`src/hdl/fmr_pkg.sv`:
```
package fmr_pkg;

  localparam int MAX_PATTERN     = 32;
  localparam int MAX_REPLACEMENT = 32;

  localparam int BYTE_W    = 8;
  localparam int PAT_LEN_W = $clog2(MAX_PATTERN + 1);
  localparam int REP_LEN_W = $clog2(MAX_REPLACEMENT + 1);
  localparam int REP_IDX_W = (MAX_REPLACEMENT > 1) ? $clog2(MAX_REPLACEMENT) : 1;

  // Kind of an input word, carried on in_tuser
  localparam logic [1:0] FUNC_TEXT  = 2'd0;
  localparam logic [1:0] FUNC_PAT   = 2'd1;
  localparam logic [1:0] FUNC_REP   = 2'd2;
  localparam logic [1:0] FUNC_CLEAR = 2'd3;

  typedef enum logic [3:0] {
    S_IDLE  = 4'b0001,
    S_CMP   = 4'b0010,
    S_REPL  = 4'b0100,
    S_FLUSH = 4'b1000
  } state_t;

  // Per-cell strobes from the sequencer
  typedef struct packed {
    logic pat_we;
    logic win_we;
    logic win_shift;
  } cell_ctl_t;

endpackage

```
`src/hdl/fmr_cell.sv`:
```
module fmr_cell (
  input  logic                       clk,
  input  fmr_pkg::cell_ctl_t         ctl,
  input  logic [fmr_pkg::BYTE_W-1:0] data_d,
  input  logic [fmr_pkg::BYTE_W-1:0] win_next,
  output logic [fmr_pkg::BYTE_W-1:0] win_q,
  output logic                       eq
);

  logic [fmr_pkg::BYTE_W-1:0] pat_r;
  logic [fmr_pkg::BYTE_W-1:0] win_r;

  always_ff @(posedge clk) begin
    if (ctl.pat_we) begin
      pat_r <= data_d;
    end
    // load a new text byte, or take the neighbor's byte as the window advances
    if (ctl.win_we) begin
      win_r <= data_d;
    end else if (ctl.win_shift) begin
      win_r <= win_next;
    end
  end

  assign win_q = win_r;
  assign eq    = (win_r == pat_r);

endmodule

```
`src/hdl/first_match_replace_stream.sv`:
```
// Streaming find-and-replace of the first occurrence of a pattern.
// Input channel (in_*): each word carries a kind on in_tuser (text byte,
// append pattern byte, append replacement byte, clear both stores), a byte
// on in_tdata and, for text, in_tlast marking the final byte of a string.
// Result channel (out_*): out_tdata is the emitted byte, out_tuser is 1 when
// the byte is valid (0 for a bare end marker), out_tlast closes the text.
// Store loads complete as they are accepted. A text byte is accepted, then
// gets one compare step across the row of cells; no new word is taken until
// that step and any replacement or flush it starts are done. A match streams
// the replacement (up to 32 bytes) out of its store at one byte per cycle
// while the receiver keeps up; a final byte flushes the pending window at
// one byte per cycle, likewise. Both rates come from the single output
// register, which takes one word per cycle while not stalled.
// A single output register decouples the channels; when the receiver
// stalls, a step with a word to emit holds the sequencer and in_tready stays
// low until the register frees. Store loads are still taken while idle.
// Reset (rst_n low, synchronous) empties both stores and the window and
// drops any pending result word.
module first_match_replace_stream (
  input  logic       clk,
  input  logic       rst_n,
  input  logic       in_tvalid,
  output logic       in_tready,
  input  logic [7:0] in_tdata,   // [7:0] data_byte
  input  logic [1:0] in_tuser,   // [1:0] func
  input  logic       in_tlast,   // last
  output logic       out_tvalid,
  input  logic       out_tready,
  output logic [7:0] out_tdata,  // [7:0] out_byte
  output logic       out_tuser,  // has_byte
  output logic       out_tlast   // end_of_text
);

  localparam int NP = fmr_pkg::MAX_PATTERN;
  localparam int NR = fmr_pkg::MAX_REPLACEMENT;
  localparam int BW = fmr_pkg::BYTE_W;
  localparam int PW = fmr_pkg::PAT_LEN_W;
  localparam int RW = fmr_pkg::REP_LEN_W;
  localparam int IW = fmr_pkg::REP_IDX_W;

  fmr_pkg::state_t state_r, state_nxt;
  logic [PW-1:0] plen_r, plen_nxt;
  logic [PW-1:0] fill_r, fill_nxt;
  logic [RW-1:0] rlen_r, rlen_nxt;
  logic [IW-1:0] ridx_r, ridx_nxt;
  logic          replaced_r, replaced_nxt;
  logic [BW-1:0] item_byte_r;
  logic          item_last_r;
  logic [BW-1:0] rep_r [NR];
  logic [BW-1:0] rep_q_r;

  logic          out_valid_r, out_valid_nxt;
  logic [BW-1:0] out_byte_r;
  logic          out_has_r;
  logic          out_eot_r;

  logic          in_acc;
  logic          out_free;
  logic          emit;
  logic [BW-1:0] emit_byte;
  logic          emit_has;
  logic          emit_eot;
  logic          push;
  logic          shift;
  logic          rep_we;
  logic          match;
  logic          rep_final;

  logic [BW-1:0] win_q [NP];
  logic [NP-1:0] eq_vec;
  logic [NP-1:0] live_vec;

  assign in_tready = (state_r == fmr_pkg::S_IDLE);
  assign in_acc    = in_tvalid && in_tready;
  assign out_free  = !out_valid_r || out_tready;
  assign match     = &(eq_vec | ~live_vec);
  assign rep_final = ((RW'(ridx_r) + RW'(1)) == rlen_r);

  // Row of cells: cell i holds pattern byte i and window byte i; the window
  // advances toward cell 0, which always holds the oldest pending byte.
  for (genvar i = 0; i < NP; i++) begin : g_cell
    fmr_pkg::cell_ctl_t ctl;
    logic [BW-1:0]      nxt_byte;

    if (i == NP - 1) begin : g_tail
      assign nxt_byte = '0;
    end else begin : g_body
      assign nxt_byte = win_q[i+1];
    end

    assign ctl.pat_we    = in_acc && (in_tuser == fmr_pkg::FUNC_PAT) && (plen_r == PW'(i));
    assign ctl.win_we    = push && (fill_r == PW'(i));
    assign ctl.win_shift = shift;
    assign live_vec[i]   = (PW'(i) < plen_r);

    fmr_cell u_cell (
      .clk      (clk),
      .ctl      (ctl),
      .data_d   (in_tdata),
      .win_next (nxt_byte),
      .win_q    (win_q[i]),
      .eq       (eq_vec[i])
    );
  end

  always_comb begin
    state_nxt    = state_r;
    plen_nxt     = plen_r;
    fill_nxt     = fill_r;
    rlen_nxt     = rlen_r;
    ridx_nxt     = ridx_r;
    replaced_nxt = replaced_r;
    emit         = 1'b0;
    emit_byte    = win_q[0];
    emit_has     = 1'b1;
    emit_eot     = 1'b0;
    push         = 1'b0;
    shift        = 1'b0;
    rep_we       = 1'b0;

    case (state_r)
      fmr_pkg::S_IDLE: begin
        if (in_tvalid) begin
          case (in_tuser)
            fmr_pkg::FUNC_TEXT: begin
              // bytes after a replacement, or with no pattern, skip the window
              if (!replaced_r && (plen_r != '0)) begin
                push     = 1'b1;
                fill_nxt = fill_r + PW'(1);
              end
              state_nxt = fmr_pkg::S_CMP;
            end
            fmr_pkg::FUNC_PAT: begin
              if (plen_r < PW'(NP)) begin
                plen_nxt = plen_r + PW'(1);
              end
              fill_nxt     = '0;
              replaced_nxt = 1'b0;
            end
            fmr_pkg::FUNC_REP: begin
              if (rlen_r < RW'(NR)) begin
                rep_we   = 1'b1;
                rlen_nxt = rlen_r + RW'(1);
              end
              fill_nxt     = '0;
              replaced_nxt = 1'b0;
            end
            fmr_pkg::FUNC_CLEAR: begin
              plen_nxt     = '0;
              rlen_nxt     = '0;
              fill_nxt     = '0;
              replaced_nxt = 1'b0;
            end
            default: begin
              state_nxt = fmr_pkg::S_IDLE;
            end
          endcase
        end
      end

      fmr_pkg::S_CMP: begin
        if (replaced_r || (plen_r == '0)) begin
          if (out_free) begin
            emit      = 1'b1;
            emit_byte = item_byte_r;
            emit_eot  = item_last_r;
            if (item_last_r) begin
              replaced_nxt = 1'b0;
            end
            state_nxt = fmr_pkg::S_IDLE;
          end
        end else if (fill_r == plen_r) begin
          if (match) begin
            fill_nxt = '0;
            if (rlen_r != '0) begin
              ridx_nxt  = '0;
              state_nxt = fmr_pkg::S_REPL;
            end else begin
              // empty replacement: drop the window; a final byte still needs a marker
              replaced_nxt = 1'b1;
              state_nxt    = item_last_r ? fmr_pkg::S_FLUSH : fmr_pkg::S_IDLE;
            end
          end else if (out_free) begin
            emit     = 1'b1;
            emit_eot = item_last_r && (fill_r == PW'(1));
            shift    = 1'b1;
            fill_nxt = fill_r - PW'(1);
            if (item_last_r && (fill_r != PW'(1))) begin
              state_nxt = fmr_pkg::S_FLUSH;
            end else begin
              state_nxt = fmr_pkg::S_IDLE;
            end
            if (item_last_r && (fill_r == PW'(1))) begin
              replaced_nxt = 1'b0;
            end
          end
        end else begin
          state_nxt = item_last_r ? fmr_pkg::S_FLUSH : fmr_pkg::S_IDLE;
        end
      end

      fmr_pkg::S_REPL: begin
        if (out_free) begin
          emit      = 1'b1;
          emit_byte = rep_q_r;
          emit_eot  = item_last_r && rep_final;
          ridx_nxt  = ridx_r + IW'(1);
          if (rep_final) begin
            replaced_nxt = !item_last_r;
            state_nxt    = fmr_pkg::S_IDLE;
          end
        end
      end

      fmr_pkg::S_FLUSH: begin
        if (out_free) begin
          emit     = 1'b1;
          emit_eot = (fill_r <= PW'(1));
          if (fill_r == '0) begin
            // nothing pending: bare end marker
            emit_byte    = '0;
            emit_has     = 1'b0;
            replaced_nxt = 1'b0;
            state_nxt    = fmr_pkg::S_IDLE;
          end else begin
            shift    = 1'b1;
            fill_nxt = fill_r - PW'(1);
            if (fill_r == PW'(1)) begin
              replaced_nxt = 1'b0;
              state_nxt    = fmr_pkg::S_IDLE;
            end
          end
        end
      end

      default: begin
        state_nxt = fmr_pkg::S_IDLE;
      end
    endcase

    if (emit) begin
      out_valid_nxt = 1'b1;
    end else if (out_tready) begin
      out_valid_nxt = 1'b0;
    end else begin
      out_valid_nxt = out_valid_r;
    end
  end

  always_ff @(posedge clk) begin
    if (!rst_n) begin
      state_r     <= fmr_pkg::S_IDLE;
      plen_r      <= '0;
      fill_r      <= '0;
      rlen_r      <= '0;
      ridx_r      <= '0;
      replaced_r  <= 1'b0;
      out_valid_r <= 1'b0;
    end else begin
      state_r     <= state_nxt;
      plen_r      <= plen_nxt;
      fill_r      <= fill_nxt;
      rlen_r      <= rlen_nxt;
      ridx_r      <= ridx_nxt;
      replaced_r  <= replaced_nxt;
      out_valid_r <= out_valid_nxt;
    end
  end

  // Payload: hold the current text word, the replacement store and the result word
  always_ff @(posedge clk) begin
    if (in_acc) begin
      item_byte_r <= in_tdata;
      item_last_r <= in_tlast;
    end
    if (in_acc && rep_we) begin
      rep_r[rlen_r[IW-1:0]] <= in_tdata;
    end
    // fetch the replacement byte that the next emit in S_REPL sends
    rep_q_r <= rep_r[ridx_nxt];
    if (emit) begin
      out_byte_r <= emit_byte;
      out_has_r  <= emit_has;
      out_eot_r  <= emit_eot;
    end
  end

  assign out_tvalid = out_valid_r;
  assign out_tdata  = out_byte_r;
  assign out_tuser  = out_has_r;
  assign out_tlast  = out_eot_r;

`ifndef SYNTHESIS
  a_fill_le_plen: assert property (@(posedge clk) disable iff (!rst_n)
    fill_r <= plen_r)
    else $error("window fill exceeds pattern length");

  a_repl_idx: assert property (@(posedge clk) disable iff (!rst_n)
    (state_r == fmr_pkg::S_REPL) |-> (RW'(ridx_r) < rlen_r))
    else $error("replacement index beyond stored length");

  a_store_ends_text: assert property (@(posedge clk) disable iff (!rst_n)
    (in_acc && (in_tuser != fmr_pkg::FUNC_TEXT)) |=> ((fill_r == '0) && !replaced_r))
    else $error("store update did not end the text");

  a_emit_needs_room: assert property (@(posedge clk) disable iff (!rst_n)
    (out_valid_r && !out_tready) |=> ($stable(out_byte_r) && $stable(out_eot_r)))
    else $error("result word overwritten while stalled");

  a_no_accept_busy: assert property (@(posedge clk) disable iff (!rst_n)
    (state_r == fmr_pkg::S_REPL || state_r == fmr_pkg::S_FLUSH) |-> !in_tready)
    else $error("input taken while emitting");
`endif

endmodule

```
`config.mk`:
```
export PLATFORM = sky130hd
export DESIGN_NAME = first_match_replace_stream
export DESIGN_NICKNAME = d
export VERILOG_FILES = /design/src/hdl/fmr_pkg.sv /design/src/hdl/fmr_cell.sv /design/src/hdl/first_match_replace_stream.sv
export SDC_FILE = /design/constraint.sdc
export NUM_CORES = 1
export LEC_CHECK = 0
export ABC_AREA = 1
export BUFFER_PORTS_ARGS = -buffer_cell sky130_fd_sc_hd__buf_4
export CAP_MARGIN = 5
export CORE_AREA = 8 8 333 335
export CTS_CLUSTER_DIAMETER = 40
export CTS_CLUSTER_SIZE = 14
export DETAILED_ROUTE_END_ITERATION = 10
export DIE_AREA = 0 0 341 343
export PLACE_DENSITY = 0.45
export SYNTH_ARGS = -nofsm -noshare
export SYNTH_HDL_FRONTEND = slang
export SYNTH_SLANG_ARGS = --single-unit
```
`constraint.sdc`:
```
create_clock -name clk -period 9.4 [get_ports clk]
set_clock_uncertainty 0.05 [all_clocks]
set_input_delay 0.47 -clock clk [delete_from_list [all_inputs] [get_ports clk]]
set_output_delay 0.47 -clock clk [all_outputs]
set_load 0.03 [all_outputs]
```
======== Word level (Yosys, flattened, before mapping) ========
Memories as Yosys holds them, arrays and structs flattened. A register that Yosys moved wholly into a read port is not among the register bits.
Cells that the tools add are included.
Widths: inputs -> output; s select.
word-level totals
  flip-flop bits (word level) ............. 560
  bits in writable memories ............... 256
  bits of input ports ..................... 15
  output and inout bits ................... 12
  memories ................................ 1
memory list
  memory  words  width  rd ports  clocked after memory_dff  wr ports  RTL line                          RTL
  rep_r   32     8      1         1                         1         first_match_replace_stream.sv:49  logic [BW-1:0] rep_r [NR];
operators by class
  add/subtract/negate cells ............... 6
  $lt $le $gt $ge ......................... 35
  equality and inequality tests ........... 124
  multiplexer cells ....................... 151
  bitwise gates (word level) .............. 2
  reduce and logical (&&, ||, !) cells .... 127
operator list
  kind                 count
  $mux 8               69
  $eq 8x8->1           32
  $eq 6x5->1 const B   32
  $eq 6x4->1 const B   16
  $lt 5x6->1 const A   16
  $logic_and 1x1->1    71
  $reduce_bool 2->1    35
  $mux 4               15
  $mux 6               10
  $eq 6x3->1 const B   8
  $lt 4x6->1 const A   8
  $mux 1               41
  $pmux 6 s2           3
  $not 32->32          1
  $or 32x32->32        1
  $reduce_and 32->1    1
  $mux 5               5
  $eq 6x2->1 const B   4
  $lt 3x6->1 const A   4
  $pmux 8 s3           1
  $add 6x1->6 const B  3
  $ne 2x2->1 const B   9
  $ne 3x3->1 const B   6
  $pmux 6 s3           1
  other kinds (36)     53

======== Logic depth before layout (Yosys ltp) ========
  depth after elaboration ................. 10
  mapped depth ............................ 25
  depth with buffers taken out ............ 23

======== By module ========
A second synthesis with hierarchy kept.
unflattened totals
  cells, all modules ...................... 4488
  area, all modules ....................... 39440.3 µm²
modules (own cells, without submodules)
  module                      instances  cells each  area an instance (µm²)  seq. area each (µm²)
  fmr_cell                    32         87          750.7                   480.5
  first_match_replace_stream  1          1704        15417.3                 8998.6

======== Worst setup path before layout ========
No wires, ideal clock.
  path kind ............................... reg2reg
  from .................................... register state_r[2]
  to ...................................... register g_cell[13].u_cell.pat_r[0] (netlist bit), enable pin
  data arrival time ....................... 3297 ps
  data required time ...................... 8955 ps
  path slack .............................. 5658 ps
  stages on the path, launching flop included .. 12
  buffers on the path ..................... 0
  clock period less this slack ............ 3742 ps
  cell sequence ........................... dfxtp_1 > nor2_1 > inv_1 > nor3_2 > inv_1 > nor2_1 > nand2_1 > nor2_1 > inv_1 > nor2_1 > inv_1 > nor4_1
RTL lines
  item                    RTL line                           RTL
  from (decl)             first_match_replace_stream.sv:41   fmr_pkg::state_t state_r, state_nxt;
  from (signal assigned)  first_match_replace_stream.sv:252  state_r <= fmr_pkg::S_IDLE;
  from (signal assigned)  first_match_replace_stream.sv:260  state_r <= state_nxt;
  to (signal assigned)    fmr_cell.sv:15                     pat_r <= data_d;
  to (decl)               fmr_cell.sv:10                     logic [fmr_pkg::BYTE_W-1:0] pat_r;

======== Worst setup path after layout ========
  from .................................... register plen_r[1]
  to ...................................... register rep_q_r[3], read port of rep_r
between the ends
  cells in the longest elaborated chain, start to end .. 8
  elaborated cells on any way between the ends .. 42
RTL lines
  item                                RTL line                           RTL
  from (decl)                         first_match_replace_stream.sv:42   logic [PW-1:0] plen_r, plen_nxt;
  from (signal assigned)              first_match_replace_stream.sv:261  plen_r <= plen_nxt;
  $lt 1x6->1 (tied with other cells)  first_match_replace_stream.sv:94   assign live_vec[i] = (PW'(i) < plen_r);
  $not 32->32                         first_match_replace_stream.sv:76   assign match = &(eq_vec | ~live_vec);
  $or 32x32->32                       first_match_replace_stream.sv:76
  $reduce_and 32->1                   first_match_replace_stream.sv:76
  $mux 5                              first_match_replace_stream.sv:173  if (match) begin
  $mux 5                              first_match_replace_stream.sv:172  end else if (fill_r == plen_r) begin
  $mux 5 (*)                          first_match_replace_stream.sv:162  if (replaced_r || (plen_r == '0)) begin
  $pmux 5 s2 (*)                      first_match_replace_stream.sv:121  case (state_r)
  to (decl)                           first_match_replace_stream.sv:50   logic [BW-1:0] rep_q_r;
Every way passes the cells marked *; elsewhere a longest branch is shown, timed or not.
A chain may end at the register's enable or synchronous reset.

==> summary.md <==
| Metric | Value |
|---|---|
| Horizontal die dimension | `341 um` |
| Total clock buffers created by CTS | `133` |
| Share of total power in combinational logic | `11.1%` |
| Startpoint type of the worst setup path | `register` |
| Setup tns final | `0 ns` |
| Max-capacitance violation count | `0` |
| Share of the yosys chip area belonging to registers | `66.7%` |
| Net count, final | `3429` |
| Total leakage power | `15.9 nW` |
| Chip Height | `343 um` |
| Net switching share of the total power | `26.4%` |
| Worst hold-check path type | `in2reg` |
| Clock root buffer master | `clkbuf_16` |
| Slew at the pin closest to its max-slew limit | `1.20 ns` |
| Switching power | `2.75 mW` |
| Total number of H-tree levels | `4` |
| Kind of critical path | `reg2reg` |
| Ratio of final minimum period to clock period | `51.1%` |
| Data arrival time of the worst path | `5.36 ns` |
| Number of antenna violations at the first check in global routing | `1` |
| Sequential Power Share | `41.1%` |
| Number of global-route vias before repair | `23800` |
| Fin area | `42700 um^2` |
| Dpl cell area | `38100 um^2` |
| Outcome | `completed` |
| Number of remaining DRC errors | `0` |
| Layout cell share with drive strength beyond 1 | `8.35%` |
| Clock tree from TritonCTS | `yes` |
| Average routed wire per standard cell | `21.5 um` |
| Critical path capture point type | `register` |
| Count of buffers from port buffering | `26` |
| Clock Power Share | `47.9%` |
| Normalized max-slew margin | `19.1%` |
| Total number of yosys warnings | `0` |
| Routed wire length | `106000 um` |
| Weighted congestion at the end of routability-driven global placement | `0.904` |
| Max clock buf depth | `3` |
| Number of I/O pins | `27` |
| Yosys cell types | `42` |
| Most instantiated flip-flop cell in the synthesis netlist | `edfxtp_1` |
| Number of flops mapped to enable cells by yosys | `787` |
| Core area | `106000 um^2` |
| Largest fanout of any net on the critical path | `129` |
| Syn Inst Count | `3345` |
| Count of hold-fix buffers inserted at cts | `3` |
| Internal power summed over all cells | `7.67 mW` |
| RSZ-0062 raised after global routing | `no` |
| Clock transition at the register clock pins on the worst setup and hold paths after CTS | `0.05 ns` |
| Overall via count from detail_route | `24000` |
| Power per standard cell area | `244 nW/um^2` |
| Number of nets with antenna violations after detailed routing | `0` |
| Clk sinks | `824` |
| Global-route wire length before repair | `158000 um` |
| Required time at the worst-slack endpoint | `9.96 ns` |
| Iteration count of the initial detailed-routing pass | `5` |
| Share of flip-flops with an asynchronous set or reset | `0%` |
| Final hold violations | `0` |
| Total gr overflow | `0` |
| Starting density of the core | `34.5%` |
| Fmax | `208 MHz` |
| Clock Latency Late Sink | `0.74 ns` |
| Post-Syn Nets | `3374` |
| First-iteration detailed-routing DRC count | `1834` |
| Average size of a mapped cell | `10.9 um^2` |
| Resized cells post-CTS | `0` |
| Maximum number of pins on one net before global-route repair | `130` |
| Number of buffers inserted by post-CTS setup repair | `0` |
| Total of endpoints with negative setup slack in the final report | `0` |
| Cell area after technology mapping | `36500 um^2` |
| Post-detail-place hpwl | `66300 um` |
| Max rail drop VDD | `0.000225 V` |
| Area growth from synthesis to layout | `16.9%` |
| Mean number of vias per cell | `4.89` |
| Crit path time final | `4.81 ns` |
| Total of flip-flops plus latches after synthesis | `824` |
| Floorplan row count | `120` |
| Overall fraction of global-route tracks in use | `17.9%` |
| Number of pins exceeding their max-slew limit in the final report | `0` |
| Die Area | `117000 um^2` |
critical path, stage by stage, from the launching register on:
cell	delay, ns
dfxtp_1	0.40
inv_1	0.28
ha_1	0.45
inv_1	0.24
o21a_1	0.23
nand2_1	0.06
nand2_1	0.07
nor2_1	0.09
nand2_1	0.12
nor2_2	0.17
nand4_2	0.19
nand2_1	0.17
nand2_4	0.35
nand2_8	0.74
nand2_1	0.15
nand3_1	0.11
nand3_1	0.16
nand3_1	0.24
nand2_1	0.10
nand2_1	0.07
nand2_1	0.06
routing by layer:
metal	part of all wire (%)	GRT usage, %
met1	46	24.3
met2	47	29.5
met3	4.2	3.10
met4	2.1	4.74
met5	0.013	0
cell usage after synthesis (8+ instances only):
cell type,n,area share [%]
ha_1,14,0.48
dfxtp_1,37,2.0
edfxtp_1,787,65
nor3_1,16,0.22
nor2_1,209,2.1
o21ai_0,289,4.0
buf_4,13,0.27
buf_1,8,0.082
inv_1,244,2.5
nand3_1,323,4.4
a21oi_1,26,0.36
nand3b_1,33,0.68
nand2_1,907,9.3
xnor2_1,244,5.9
clkbuf_1,87,0.89
buf_2,26,0.36
xor2_1,11,0.26
power by group through the flow:
stage | clock, mW | combinational, mW | sequential (mW)
3_3_place_gp | 0 | 1.16 | 4.35
2_1_floorplan | 0 | 0.796 | 4.31
5_1_grt | 5.25 | 1.29 | 4.29
6_report | 4.99 | 1.15 | 4.28
4_1_cts | 5.10 | 1.17 | 4.28
3_5_place_dp | 0 | 1.16 | 4.35
registers in the layout, summed over array words and instances (netlist names):
| signal | flops |
|---|---|
| g_cell.u_cell.pat_r | 256 |
| g_cell.u_cell.win_q | 256 |
| out_tdata | 8 |
| out_tlast | 1 |
| state_r | 4 |
| rep_r | 256 |
| item_byte_r | 8 |
| ridx_r | 5 |
| out_tuser | 1 |
| item_last_r | 1 |
| out_tvalid | 1 |
| rep_q_r | 8 |
| replaced_r | 1 |
| fill_r | 6 |
| plen_r | 6 |
| rlen_r | 6 |
layout by cell type (no fill, tap or decap), types with 4 or more instances in the layout:
cell / instances
clkbuf_16: 136
nor2_1: 209
xnor2_1: 244
nand2_1: 904
inv_6: 17
inv_1: 237
bufinv_16: 18
xor2_1: 11
clkinvlp_4: 12
clkbuf_1: 18
a21oi_1: 26
a211oi_1: 7
nand3b_1: 33
buf_4: 57
a221oi_1: 5
dfxtp_1: 37
clkinv_1: 21
o21ai_0: 289
clkinv_2: 15
a31oi_1: 4
inv_2: 4
o21ai_1: 5
nand3_1: 323
nor4_1: 4
ha_1: 14
nor3_1: 15
clkinv_4: 11
o211ai_1: 5
edfxtp_1: 787
path summary, 6_finish.rpt:
check,from,to,slack [ns],depth (start not counted)
worst max-delay path,plen_r[1],rep_q_r[3],4.59,20
worst min-delay path,in_tuser[1],plen_r[0],0.10,4
worst max register to register,plen_r[1],rep_q_r[3],4.59,20
worst min register to register,replaced_r,replaced_r,0.42,2
metrics by stage:
stage          hold WS (ns)  cells  setup slack [ns]  total power [mW]  util, %
2_1_floorplan         0.379   3345              5.66              5.11        -
3_3_place_gp          0.422   4665              4.71              5.51     36.0
3_5_place_dp          0.426   4665              4.69              5.51     36.0
4_1_cts              0.0451   4911              4.67              10.5     40.3
5_1_grt              0.0770   4911              4.15              10.8     40.3
6_report              0.103   4912              4.59              10.4     40.3
cells by family after synthesis:
| group | share of synthesized area (%) |
|---|---|
| fa+ha+maj | 0.480 |
| buf+inv | 4.35 |
| simple gates | 17.3 |
| xor+xnor | 6.12 |
| compound gates | 5.01 |
| flops | 66.7 |
cell type report:
cell class | count | area [um^2]
clock buffer | 154 | 3470
antenna | 1 | 2.50
timing repair buffer | 60 | 458
sequential | 824 | 24400
inverter | 250 | 938
tap | 1403 | 1760
multi-input combinational | 2131 | 10600
clock inverter | 89 | 1060
fill | 10200 | 63200
Note: power is estimated with default switching activity, not from simulation.
